$ cat src/sv/gai_pkg.sv
// Shared types and constants of the gyro angle integrator.
package gai_pkg;

    typedef logic signed [15:0] rate_t;
    typedef logic signed [7:0]  offset_t;
    typedef logic        [7:0]  dt_t;
    typedef logic        [22:0] angle_t;
    typedef logic        [8:0]  deg_t;

    // Register map of the configuration port
    typedef enum logic [1:0] {
        REG_OFFSET_X     = 2'd0,
        REG_OFFSET_Y     = 2'd1,
        REG_OFFSET_Z     = 2'd2,
        REG_SENSOR_READY = 2'd3
    } cfg_index_t;

    localparam offset_t OFFSET_X_RESET = 8'sd5;
    localparam offset_t OFFSET_Y_RESET = -8'sd6;
    localparam offset_t OFFSET_Z_RESET = 8'sd41;

    // One full turn in units of 1/14375 degree
    localparam int     UNITS_PER_DEG = 14375;
    localparam angle_t FULL_TURN     = 23'd5175000;
    localparam int     RATE_DEADBAND = 8;
    localparam dt_t    ELAPSED_MAX   = 8'd150;

    // floor(angle / 14375) = (angle * DEG_RECIP) >> DEG_SHIFT for angle < 2^23
    localparam int          DEG_SHIFT = 37;
    localparam logic [23:0] DEG_RECIP = 24'd9560971;

endpackage

$ cat src/sv/gai_axis.sv
// One axis of the angle update: offset, deadband, rate times interval, wrap.
module gai_axis (
    input  gai_pkg::rate_t   rate,
    input  gai_pkg::offset_t offset,
    input  gai_pkg::dt_t     dt,
    input  logic             enable,
    input  gai_pkg::angle_t  angle,
    output gai_pkg::angle_t  angle_new
);
    import gai_pkg::*;

    logic signed [16:0] corrected;
    logic signed [8:0]  dt_s;
    logic signed [25:0] step;
    logic signed [25:0] sum;
    logic signed [25:0] wrapped;
    logic               moving;

    always_comb
    begin
        corrected = 17'(rate) + 17'(offset);
        dt_s      = $signed({1'b0, dt});
        step      = 26'(corrected) * 26'(dt_s);
        sum       = $signed({3'b000, angle}) + step;
        moving    = (corrected >= 17'sd8) || (corrected <= -17'sd8);
        if (sum >= $signed({3'b000, FULL_TURN}))
        begin
            wrapped = sum - $signed({3'b000, FULL_TURN});
        end
        else if (sum < 26'sd0)
        begin
            wrapped = sum + $signed({3'b000, FULL_TURN});
        end
        else
        begin
            wrapped = sum;
        end
        angle_new = (enable && moving) ? wrapped[22:0] : angle;
    end

endmodule

$ cat src/sv/gai_deg.sv
// Whole-degree conversion of a fine angle by reciprocal multiplication.
module gai_deg (
    input  gai_pkg::angle_t angle,
    output gai_pkg::deg_t   deg
);
    import gai_pkg::*;

    logic [46:0] prod;

    always_comb
    begin
        prod = {24'd0, angle} * {23'd0, DEG_RECIP};
        deg  = prod[DEG_SHIFT +: 9];
    end

endmodule

$ cat src/sv/gyro_angle_integrator_top.sv
// Top level of the gyro angle integrator.
//
// Input channel (in_valid / in_ready) carries one three-axis rate sample and
// the milliseconds since the previous sample. Output channel
// (out_valid / out_ready) returns yaw, pitch and roll in whole degrees,
// one result item for every input item, in order.
// The configuration port (cfg_we, cfg_index, cfg_data) sets the three
// calibration offsets and the sensor_ready enable; write it while idle.
// An accepted item passes the input register, then the angle registers (one
// multiply-add-wrap per axis), and then the output register, which takes the
// degree conversion (one multiply per axis). Throughput is one item per cycle
// while the receiver takes every result.
// Each stage holds its item only while the stage after it is full, so a
// stalled receiver still lets up to two more items be taken in before
// in_ready drops.
// Reset clears the angles to zero, loads the default offsets and turns
// sensor_ready off, so samples leave the angles unchanged until enabled.
module gyro_angle_integrator_top (
    input  logic             clk,
    input  logic             rst_n,
    input  logic             in_valid,
    output logic             in_ready,
    input  gai_pkg::rate_t   rate_x,
    input  gai_pkg::rate_t   rate_y,
    input  gai_pkg::rate_t   rate_z,
    input  gai_pkg::dt_t     elapsed_ms,
    output logic             out_valid,
    input  logic             out_ready,
    output gai_pkg::deg_t    yaw_deg,
    output gai_pkg::deg_t    pitch_deg,
    output gai_pkg::deg_t    roll_deg,
    input  logic             cfg_we,
    input  logic [1:0]       cfg_index,
    input  logic [7:0]       cfg_data
);
    import gai_pkg::*;

    // Configuration
    offset_t offset_x_reg, offset_x_next;
    offset_t offset_y_reg, offset_y_next;
    offset_t offset_z_reg, offset_z_next;
    logic    sensor_ready_reg, sensor_ready_next;

    // Input stage
    logic  in_valid_reg, in_valid_next;
    rate_t rate_x_reg, rate_y_reg, rate_z_reg;
    dt_t   dt_reg;

    // Angle stage: the angle registers hold the result of the item in this stage
    logic   ang_valid_reg, ang_valid_next;
    angle_t yaw_fine_reg, yaw_fine_next;
    angle_t pitch_fine_reg, pitch_fine_next;
    angle_t roll_fine_reg, roll_fine_next;

    // Output stage
    logic out_valid_reg, out_valid_next;
    deg_t yaw_deg_reg, pitch_deg_reg, roll_deg_reg;
    deg_t yaw_deg_next, pitch_deg_next, roll_deg_next;

    logic out_free, ang_free, in_free;
    logic in_take, ang_take, out_take;
    cfg_index_t cfg_sel;

    gai_axis u_axis_yaw (
        .rate      (rate_x_reg),
        .offset    (offset_x_reg),
        .dt        (dt_reg),
        .enable    (sensor_ready_reg),
        .angle     (yaw_fine_reg),
        .angle_new (yaw_fine_next)
    );

    gai_axis u_axis_pitch (
        .rate      (rate_y_reg),
        .offset    (offset_y_reg),
        .dt        (dt_reg),
        .enable    (sensor_ready_reg),
        .angle     (pitch_fine_reg),
        .angle_new (pitch_fine_next)
    );

    gai_axis u_axis_roll (
        .rate      (rate_z_reg),
        .offset    (offset_z_reg),
        .dt        (dt_reg),
        .enable    (sensor_ready_reg),
        .angle     (roll_fine_reg),
        .angle_new (roll_fine_next)
    );

    gai_deg u_deg_yaw   (.angle(yaw_fine_reg),   .deg(yaw_deg_next));
    gai_deg u_deg_pitch (.angle(pitch_fine_reg), .deg(pitch_deg_next));
    gai_deg u_deg_roll  (.angle(roll_fine_reg),  .deg(roll_deg_next));

    always_comb
    begin
        out_free = !out_valid_reg || out_ready;
        ang_free = !ang_valid_reg || out_free;
        in_free  = !in_valid_reg || ang_free;

        in_take  = in_valid && in_free;
        ang_take = in_valid_reg && ang_free;
        out_take = ang_valid_reg && out_free;

        in_valid_next  = in_take || (in_valid_reg && !ang_free);
        ang_valid_next = ang_take || (ang_valid_reg && !out_free);
        out_valid_next = out_take || (out_valid_reg && !out_ready);

        cfg_sel           = cfg_index_t'(cfg_index);
        offset_x_next     = offset_x_reg;
        offset_y_next     = offset_y_reg;
        offset_z_next     = offset_z_reg;
        sensor_ready_next = sensor_ready_reg;
        if (cfg_we)
        begin
            case (cfg_sel)
                REG_OFFSET_X:     offset_x_next     = offset_t'(cfg_data);
                REG_OFFSET_Y:     offset_y_next     = offset_t'(cfg_data);
                REG_OFFSET_Z:     offset_z_next     = offset_t'(cfg_data);
                REG_SENSOR_READY: sensor_ready_next = cfg_data[0];
                default:          sensor_ready_next = sensor_ready_reg;
            endcase
        end
    end

    always_ff @(posedge clk or negedge rst_n)
    begin
        if (!rst_n)
        begin
            offset_x_reg     <= OFFSET_X_RESET;
            offset_y_reg     <= OFFSET_Y_RESET;
            offset_z_reg     <= OFFSET_Z_RESET;
            sensor_ready_reg <= 1'b0;
            in_valid_reg     <= 1'b0;
            ang_valid_reg    <= 1'b0;
            out_valid_reg    <= 1'b0;
            yaw_fine_reg     <= '0;
            pitch_fine_reg   <= '0;
            roll_fine_reg    <= '0;
        end
        else
        begin
            offset_x_reg     <= offset_x_next;
            offset_y_reg     <= offset_y_next;
            offset_z_reg     <= offset_z_next;
            sensor_ready_reg <= sensor_ready_next;
            in_valid_reg     <= in_valid_next;
            ang_valid_reg    <= ang_valid_next;
            out_valid_reg    <= out_valid_next;
            // Advance the angles exactly once per item, as it enters the angle stage
            if (ang_take)
            begin
                yaw_fine_reg   <= yaw_fine_next;
                pitch_fine_reg <= pitch_fine_next;
                roll_fine_reg  <= roll_fine_next;
            end
        end
    end

    always_ff @(posedge clk)
    begin
        if (in_take)
        begin
            rate_x_reg <= rate_x;
            rate_y_reg <= rate_y;
            rate_z_reg <= rate_z;
            // Clamp long intervals so one wrap always suffices
            dt_reg     <= (elapsed_ms > ELAPSED_MAX) ? ELAPSED_MAX : elapsed_ms;
        end
        if (out_take)
        begin
            yaw_deg_reg   <= yaw_deg_next;
            pitch_deg_reg <= pitch_deg_next;
            roll_deg_reg  <= roll_deg_next;
        end
    end

    assign in_ready  = in_free;
    assign out_valid = out_valid_reg;
    assign yaw_deg   = yaw_deg_reg;
    assign pitch_deg = pitch_deg_reg;
    assign roll_deg  = roll_deg_reg;

endmodule

$ cat config.mk
export PLATFORM = sky130hd
export DESIGN_NAME = gyro_angle_integrator_top
export DESIGN_NICKNAME = d
export VERILOG_FILES = /design/src/sv/gai_pkg.sv /design/src/sv/gai_axis.sv /design/src/sv/gai_deg.sv /design/src/sv/gyro_angle_integrator_top.sv
export SDC_FILE = /design/constraint.sdc
export NUM_CORES = 2
export LEC_CHECK = 0
export ABC_AREA = 1
export ABC_CLOCK_PERIOD_IN_PS = 8000
export BUFFER_PORTS_ARGS = -buffer_cell sky130_fd_sc_hd__buf_4
export CAP_MARGIN = 0
export CORE_ASPECT_RATIO = 0.75
export CORE_MARGIN = 1.5
export CORE_UTILIZATION = 55
export CTS_CLUSTER_DIAMETER = 40
export DETAILED_ROUTE_END_ITERATION = 10
export GPL_ROUTABILITY_DRIVEN = 1
export HOLD_SLACK_MARGIN = 0.1
export PLACE_DENSITY = 0.81
export SYNTH_ARGS = -nofsm -noshare
export SYNTH_HDL_FRONTEND = slang
export SYNTH_SLANG_ARGS = --single-unit
$ cat constraint.sdc
create_clock -name clk -period 8 [get_ports clk]
set_input_delay 1.6 -clock clk [delete_from_list [all_inputs] [get_ports clk]]
set_output_delay 1.6 -clock clk [all_outputs]
set_load 0.01 [all_outputs]
Yosys cells after proc, flatten, opt, wreduce, memory -nomap -nowiden
Cells that the tools add are included.
{"block": "totals", "mem_bits_ro": 0, "memories": 0, "word_cells": 89, "inputBits": 71, "ram_bits": 0, "latch_bits": 0, "register_bits": 180}
{"block": "op_classes", "multipliers": 6, "bitwise": 0, "n_div": 0, "reduce_logical": 32, "order_cmp": 13, "n_shift": 0, "n_eq_ne": 3, "add_sub_neg": 12, "muxes": 6}
{"op": "$mul A23 B24 Y46 const B", "n": 3}
{"op": "$mux W23", "n": 6}
{"op": "$add A24 B26 Y26", "n": 3}
{"op": "$ge A26 B24 Y1 const B", "n": 3}
{"op": "$lt A26 B1 Y1 const B", "n": 3}
{"op": "$mul A17 B9 Y26", "n": 3}
{"op": "$add A23 B23 Y23 const B", "n": 3}
{"op": "$sub A23 B23 Y23 const B", "n": 3}
{"op": "$add A16 B8 Y17", "n": 3}
{"op": "$ge A17 B5 Y1 const B", "n": 3}
{"op": "$le A17 B4 Y1 const B", "n": 3}
{"op": "$reduce_and A2 Y1", "n": 7}
{"op": "$logic_and A1 B1 Y1", "n": 9}
{"op": "$logic_or A1 B1 Y1", "n": 9}
{"op": "$gt A8 B8 Y1 const B", "n": 1}
{"op": "$logic_not A1 Y1", "n": 6}
{"op": "$eq A2 B2 Y1 const B", "n": 2}
{"op": "$eq A2 B1 Y1 const B", "n": 1}
{"op": "$logic_not A2 Y1", "n": 1}

Logic depth before layout (Yosys ltp)
{"block": "logic_depth", "depth_word": 6, "mapped_depth": 50, "depth_no_buf": 50}

Modules after synthesis
Synthesis repeated with hierarchy kept, for this count alone.
{"block": "hier_totals", "hier_cells": 8920, "hier_area_um2": 63557.2}
{"mod": "gai_axis at u_axis_roll ...", "area_each_um2": 9276.4, "instances": 2, "seq_area_each_um2": 0.0, "cells_per_inst": 1558}
{"mod": "gai_deg at u_deg_roll", "area_each_um2": 9863.2, "instances": 1, "seq_area_each_um2": 0.0, "cells_per_inst": 1250}
{"mod": "gai_deg at u_deg_pitch", "area_each_um2": 9770.6, "instances": 1, "seq_area_each_um2": 0.0, "cells_per_inst": 1245}
{"mod": "gai_deg at u_deg_yaw", "area_each_um2": 9710.6, "instances": 1, "seq_area_each_um2": 0.0, "cells_per_inst": 1240}
{"mod": "gai_axis at u_axis_pitch", "area_each_um2": 9320.2, "instances": 1, "seq_area_each_um2": 0.0, "cells_per_inst": 1558}
{"mod": "gyro_angle_integrator_top", "area_each_um2": 6339.8, "instances": 1, "seq_area_each_um2": 4933.5, "cells_per_inst": 511}

Worst setup path after synthesis
No wires, ideal clock.
{"block": "synth_timing", "path_kind": "flip-flop to flip-flop", "start": "register offset_z_reg[0]", "end": "register roll_fine_reg[22]", "path_buffers": 1, "setup_ns": 0.117, "period_less_slack_ns": 6.991, "slack_ns": 1.009, "arrival_ns": 6.873, "path_stages_with_launch": 35, "t_required_ns": 7.883, "path_cell_list": "dfstp_2 ha_1 inv_1 fa_1 o21ai_2 nand2_1 nand2_1 nand3_1 nand3_1 nand2_1 nor2_1 inv_1 fa_1 inv_1 fa_1 inv_1 fa_1 fa_1 fa_1 inv_1 ha_1 nand2_1 nor3_1 nand3_1 nand3_1 nand2_1 nand2_4 nand2_1 nor2_1 nand4_1 nand3_2 buf_4 nand3_1 nand3_1 nand2_1"}
{"block": "synth_between", "elab_chain_cells": 6, "word_cells_on_any_way": 14, "classes_between": "add/sub (4); mul (1); order compare (4); mux (2); reduce/logical (3)"}
{"element": "start, declared", "line": "gyro_angle_integrator_top.sv:41", "source": "offset_t offset_z_reg, offset_z_next;"}
{"element": "start signal, assigned", "line": "gyro_angle_integrator_top.sv:145", "source": "offset_z_reg <= offset_z_next;"}
{"element": "$add A16 B8 Y17 *", "line": "gai_axis.sv:21", "source": "corrected = 17'(rate) + 17'(offset);"}
{"element": "$mul A17 B9 Y26", "line": "gai_axis.sv:23", "source": "step = 26'(corrected) * 26'(dt_s);"}
{"element": "$add A24 B26 Y26", "line": "gai_axis.sv:24", "source": "sum = $signed({3'b000, angle}) + step;"}
{"element": "$add A23 B23 Y23 / $lt A26 B1 Y1 (equally long branches)", "line": "gai_axis.sv:32, gai_axis.sv:30"}
{"element": "$mux W23", "line": "gai_axis.sv:30", "source": "else if (sum < 26'sd0)"}
{"element": "$mux W23", "line": "gai_axis.sv:26", "source": "if (sum >= $signed({3'b000, FULL_TURN}))"}
{"element": "end signal, assigned", "line": "gyro_angle_integrator_top.sv:155", "source": "roll_fine_reg <= roll_fine_next;"}
{"element": "end, declared", "line": "gyro_angle_integrator_top.sv:53", "source": "angle_t roll_fine_reg, roll_fine_next;"}
Mark *: on every way between the ends. The rest lies on a longest branch, timed or not.
A chain may end at the register's enable or synchronous reset.

Worst setup path in the final report
{"block": "layout_timing", "start": "register rate_z_reg[7]", "end": "register roll_fine_reg[4]"}
{"block": "layout_between", "elab_chain_cells": 6, "word_cells_on_any_way": 12, "classes_between": "add/sub (2); mul (1); order compare (4); mux (2); reduce/logical (3)"}
{"element": "start, declared", "line": "gyro_angle_integrator_top.sv:46", "source": "rate_t rate_x_reg, rate_y_reg, rate_z_reg;"}
{"element": "start signal, assigned", "line": "gyro_angle_integrator_top.sv:166", "source": "rate_z_reg <= rate_z;"}
{"element": "$add A16 B8 Y17 *", "line": "gai_axis.sv:21"}
{"element": "$mul A17 B9 Y26", "line": "gai_axis.sv:23"}
{"element": "$add A24 B26 Y26", "line": "gai_axis.sv:24"}
{"element": "$lt A26 B1 Y1", "line": "gai_axis.sv:30"}
{"element": "$mux W23", "line": "gai_axis.sv:30"}
{"element": "$mux W23", "line": "gai_axis.sv:26"}
Marks and branches as above.

==> flow_summary.toml <==
[layout]
final_common_cell = "inv_1"
design.final.nets = 9616
finalNonFillerCells = 9115
syn_to_final_growth_pct = 6.18
diodes = 0
post-route-util_pct = 59.0
drive_above_1_share_pct = 5.22
final_cell_mix = "inv_1, nand2_1, ha_1"
final_cell_area_mm2 = 0.0623

[min_path]
holdPathEnd = "offset_y_reg[5]$_DFFE_PN1P_"
hold_path_depth = 2
hold_class = "reg -> reg"
hp-start = "offset_y_reg[5]$_DFFE_PN1P_"

[yosys]
netlist_area_mm2 = 0.0587
syn_inst = 7576
synth_area_leaders = "fa_1, ha_1, inv_1, nand2_1, edfxtp_1"
synth_area_per_cell_um2 = 7.74
ys_seq_area_share_pct = 8.41
synth_top_family_by_area = "adder cells"
synth_fa_ha_area_share_pct = 51.0
yosysTopAreaCell = "fa_1"
synth-compound-area-share_pct = 5.09
synthSimpleGateAreaFrac_pct = 20.6
yosysWarnings = 0
synth-seq-cells = 180
synth_edf_count = 83
synth_mux_area_share_pct = 0
ys_types = 54
synth_top_area_share_pct = 30.3
ys_async_sr_fraction_pct = 53.9
ys.flop_type = "dfrtp_1"
synth-xor-area-share_pct = 2.21
synth_nets = 9507

[timing]
finalWorstSetupSlack_ps = 360
tightestPinTransition_ps = 1040
setup_viol = 0
skew_ps = 30.8
finalHoldViolCount = 0
timing.final.crit_share_pct = 95.5
fin_crit_ps = 7640
maxSlewViolCount = 0
clock.fmax_mhz = 131
relSlewSlack_pct = 30.7

[clock_network]
clk_pin_slew_ps = 80
cts_tree = "yes"
root_buffer = "clkbuf_16"
cts_hold_buffers = 0
insertion_delay_ps = 570
cts.sinks = 180
cts_max_level = 4
cts_made_buffers = 17
cts_buffer_depth = 2

[detailed_routing]
drt_iter0_markers = 4144
wirelength_mm = 162
antenna_left = 0
dr_total_vias = 49800
first_pass_iters = 5
drc = 0
wire_per_inst_um = 17.8
viasPerCell = 5.46

[floorplanning]
floorplan.initialDensity_pct = 55.6
fp.dieW_um = 380
fp.dieH_um = 286
ios = 100
die-area_mm2 = 0.109
rows = 103
core_mm2 = 0.106

[worst_setup_path]
path_max_fanout = 10
reg2reg_slack_ps = 360
cp_top_family = "adder cells"
cp-end-kind = "register"
cp-start-kind = "register"
critPathSlowestCell = "edfxtp_1"
cpMostUsedCell = "nand2_1"
rr_worst_depth = 32
critPathLaunch = "rate_z_reg[7]$_DFFE_PP_"
cp_num_buf_inv = 6
setup.worst_path.class = "reg -> reg"
r2r-start = "rate_z_reg[7]$_DFFE_PP_"
cp_num_cells = 32
r2r-end = "roll_fine_reg[4]$_DFFE_PN0P_"
critPathMaxStageDelay_ps = 520
crit_required_ps = 8440
arrival_ps = 8080

[global_route]
grt_first_pass_wirelength_mm = 260
grt_use_total_pct = 30.2
grt_max_degree = 59
antenna_found_initial = 2
grt_pass1_vias = 49500
grt-ovfl-total = 0

[placed_design]
placedInstanceArea_mm2 = 0.0613
place_inst = 9075
dp_slack_ps = 44.6
dp_hpwl_mm = 140
gp_congestion = 0.982
numPortBuffers = 99

[run]
drv_cap = 0

[status]
outcome = "finished clean"
## worst register-to-register path: cells and delay by family, from the launching register on
family | cells | cell delay (ps)
compound gates | 2 | 470
simple gates | 16 | 2280
buf+inv | 6 | 770
fa+ha+maj | 7 | 3040
flops | 1 | 520
xor+xnor | 1 | 460
## metal layers
layer / global-route usage, % / wire length, µm / part of all wire (%)
met1: 42.7 / 70900 / 44
met2: 47.4 / 72100 / 45
met3: 5.26 / 13900 / 8.6
met4: 9.37 / 5080 / 3.1
met5: 0 / 14 / 0.0086
## through the flow
| step | TNS [ps] | hold slack [ps] |
|---|---|---|
| 2_1_floorplan | 0 | 433 |
| 3_3_place_gp | 0 | 477 |
| 3_5_place_dp | 0 | 484 |
| 4_1_cts | 0 | 497 |
| 5_1_grt | -44.3 | 514 |
| 6_report | 0 | 494 |
## area by class of cell
| type | instances | area, µm² |
|---|---|---|
| inverters | 1885 | 7080 |
| clock inverters | 14 | 136 |
| clock buffers | 18 | 439 |
| repair buffers | 171 | 1320 |
| multi-input cells | 5430 | 46600 |
| fillers | 9362 | 43300 |
| flip-flops and latches | 180 | 4930 |
| well taps | 1417 | 1770 |
## worst max-delay path by stage
stage / endpoint / slack (ps)
6_report: roll_fine_reg[4]$_DFFE_PN0P_ / 360
2_1_floorplan: roll_fine_reg[22]$_DFFE_PN0P_ / 1010
4_1_cts: roll_fine_reg[4]$_DFFE_PN0P_ / 30
3_3_place_gp: roll_fine_reg[8]$_DFFE_PN0P_ / 170
5_1_grt: yaw_fine_reg[22]$_DFFE_PN0P_ / -10
3_5_place_dp: roll_fine_reg[4]$_DFFE_PN0P_ / 40
## synth_stat cells, types with 35 or more instances
cell type and instances:
nand2_1 1702, fa_1 888, nor2_1 568, ha_1 972, a21oi_1 240, xor2_1 109, edfxtp_1 83, xnor2_1 35
nor3_1 35, nand4_1 99, o21ai_0 164, nand3_1 352, clkbuf_1 51, inv_1 1861, dfrtp_1 86
## cells by family (layout without fill, tap and decap cells)
| logic type | count (synthesis) | in the layout |
|---|---|---|
| fa+ha+maj | 1860 | 1860 |
| buf+inv | 1966 | 2088 |
| compound gates | 532 | 532 |
| xor+xnor | 146 | 146 |
| flops | 180 | 180 |
| simple gates | 2892 | 2892 |
## what timing repair did
item                                    CTS  global route
endpoints found under the setup margin    2            60
gates cloned                              0             0
pin swaps                                 0             6
resized for setup                         1            95
buffers inserted                          0             8
Power is not shown: default switching activity piles up to over one toggle a cycle in this logic, so the estimate is an artifact.
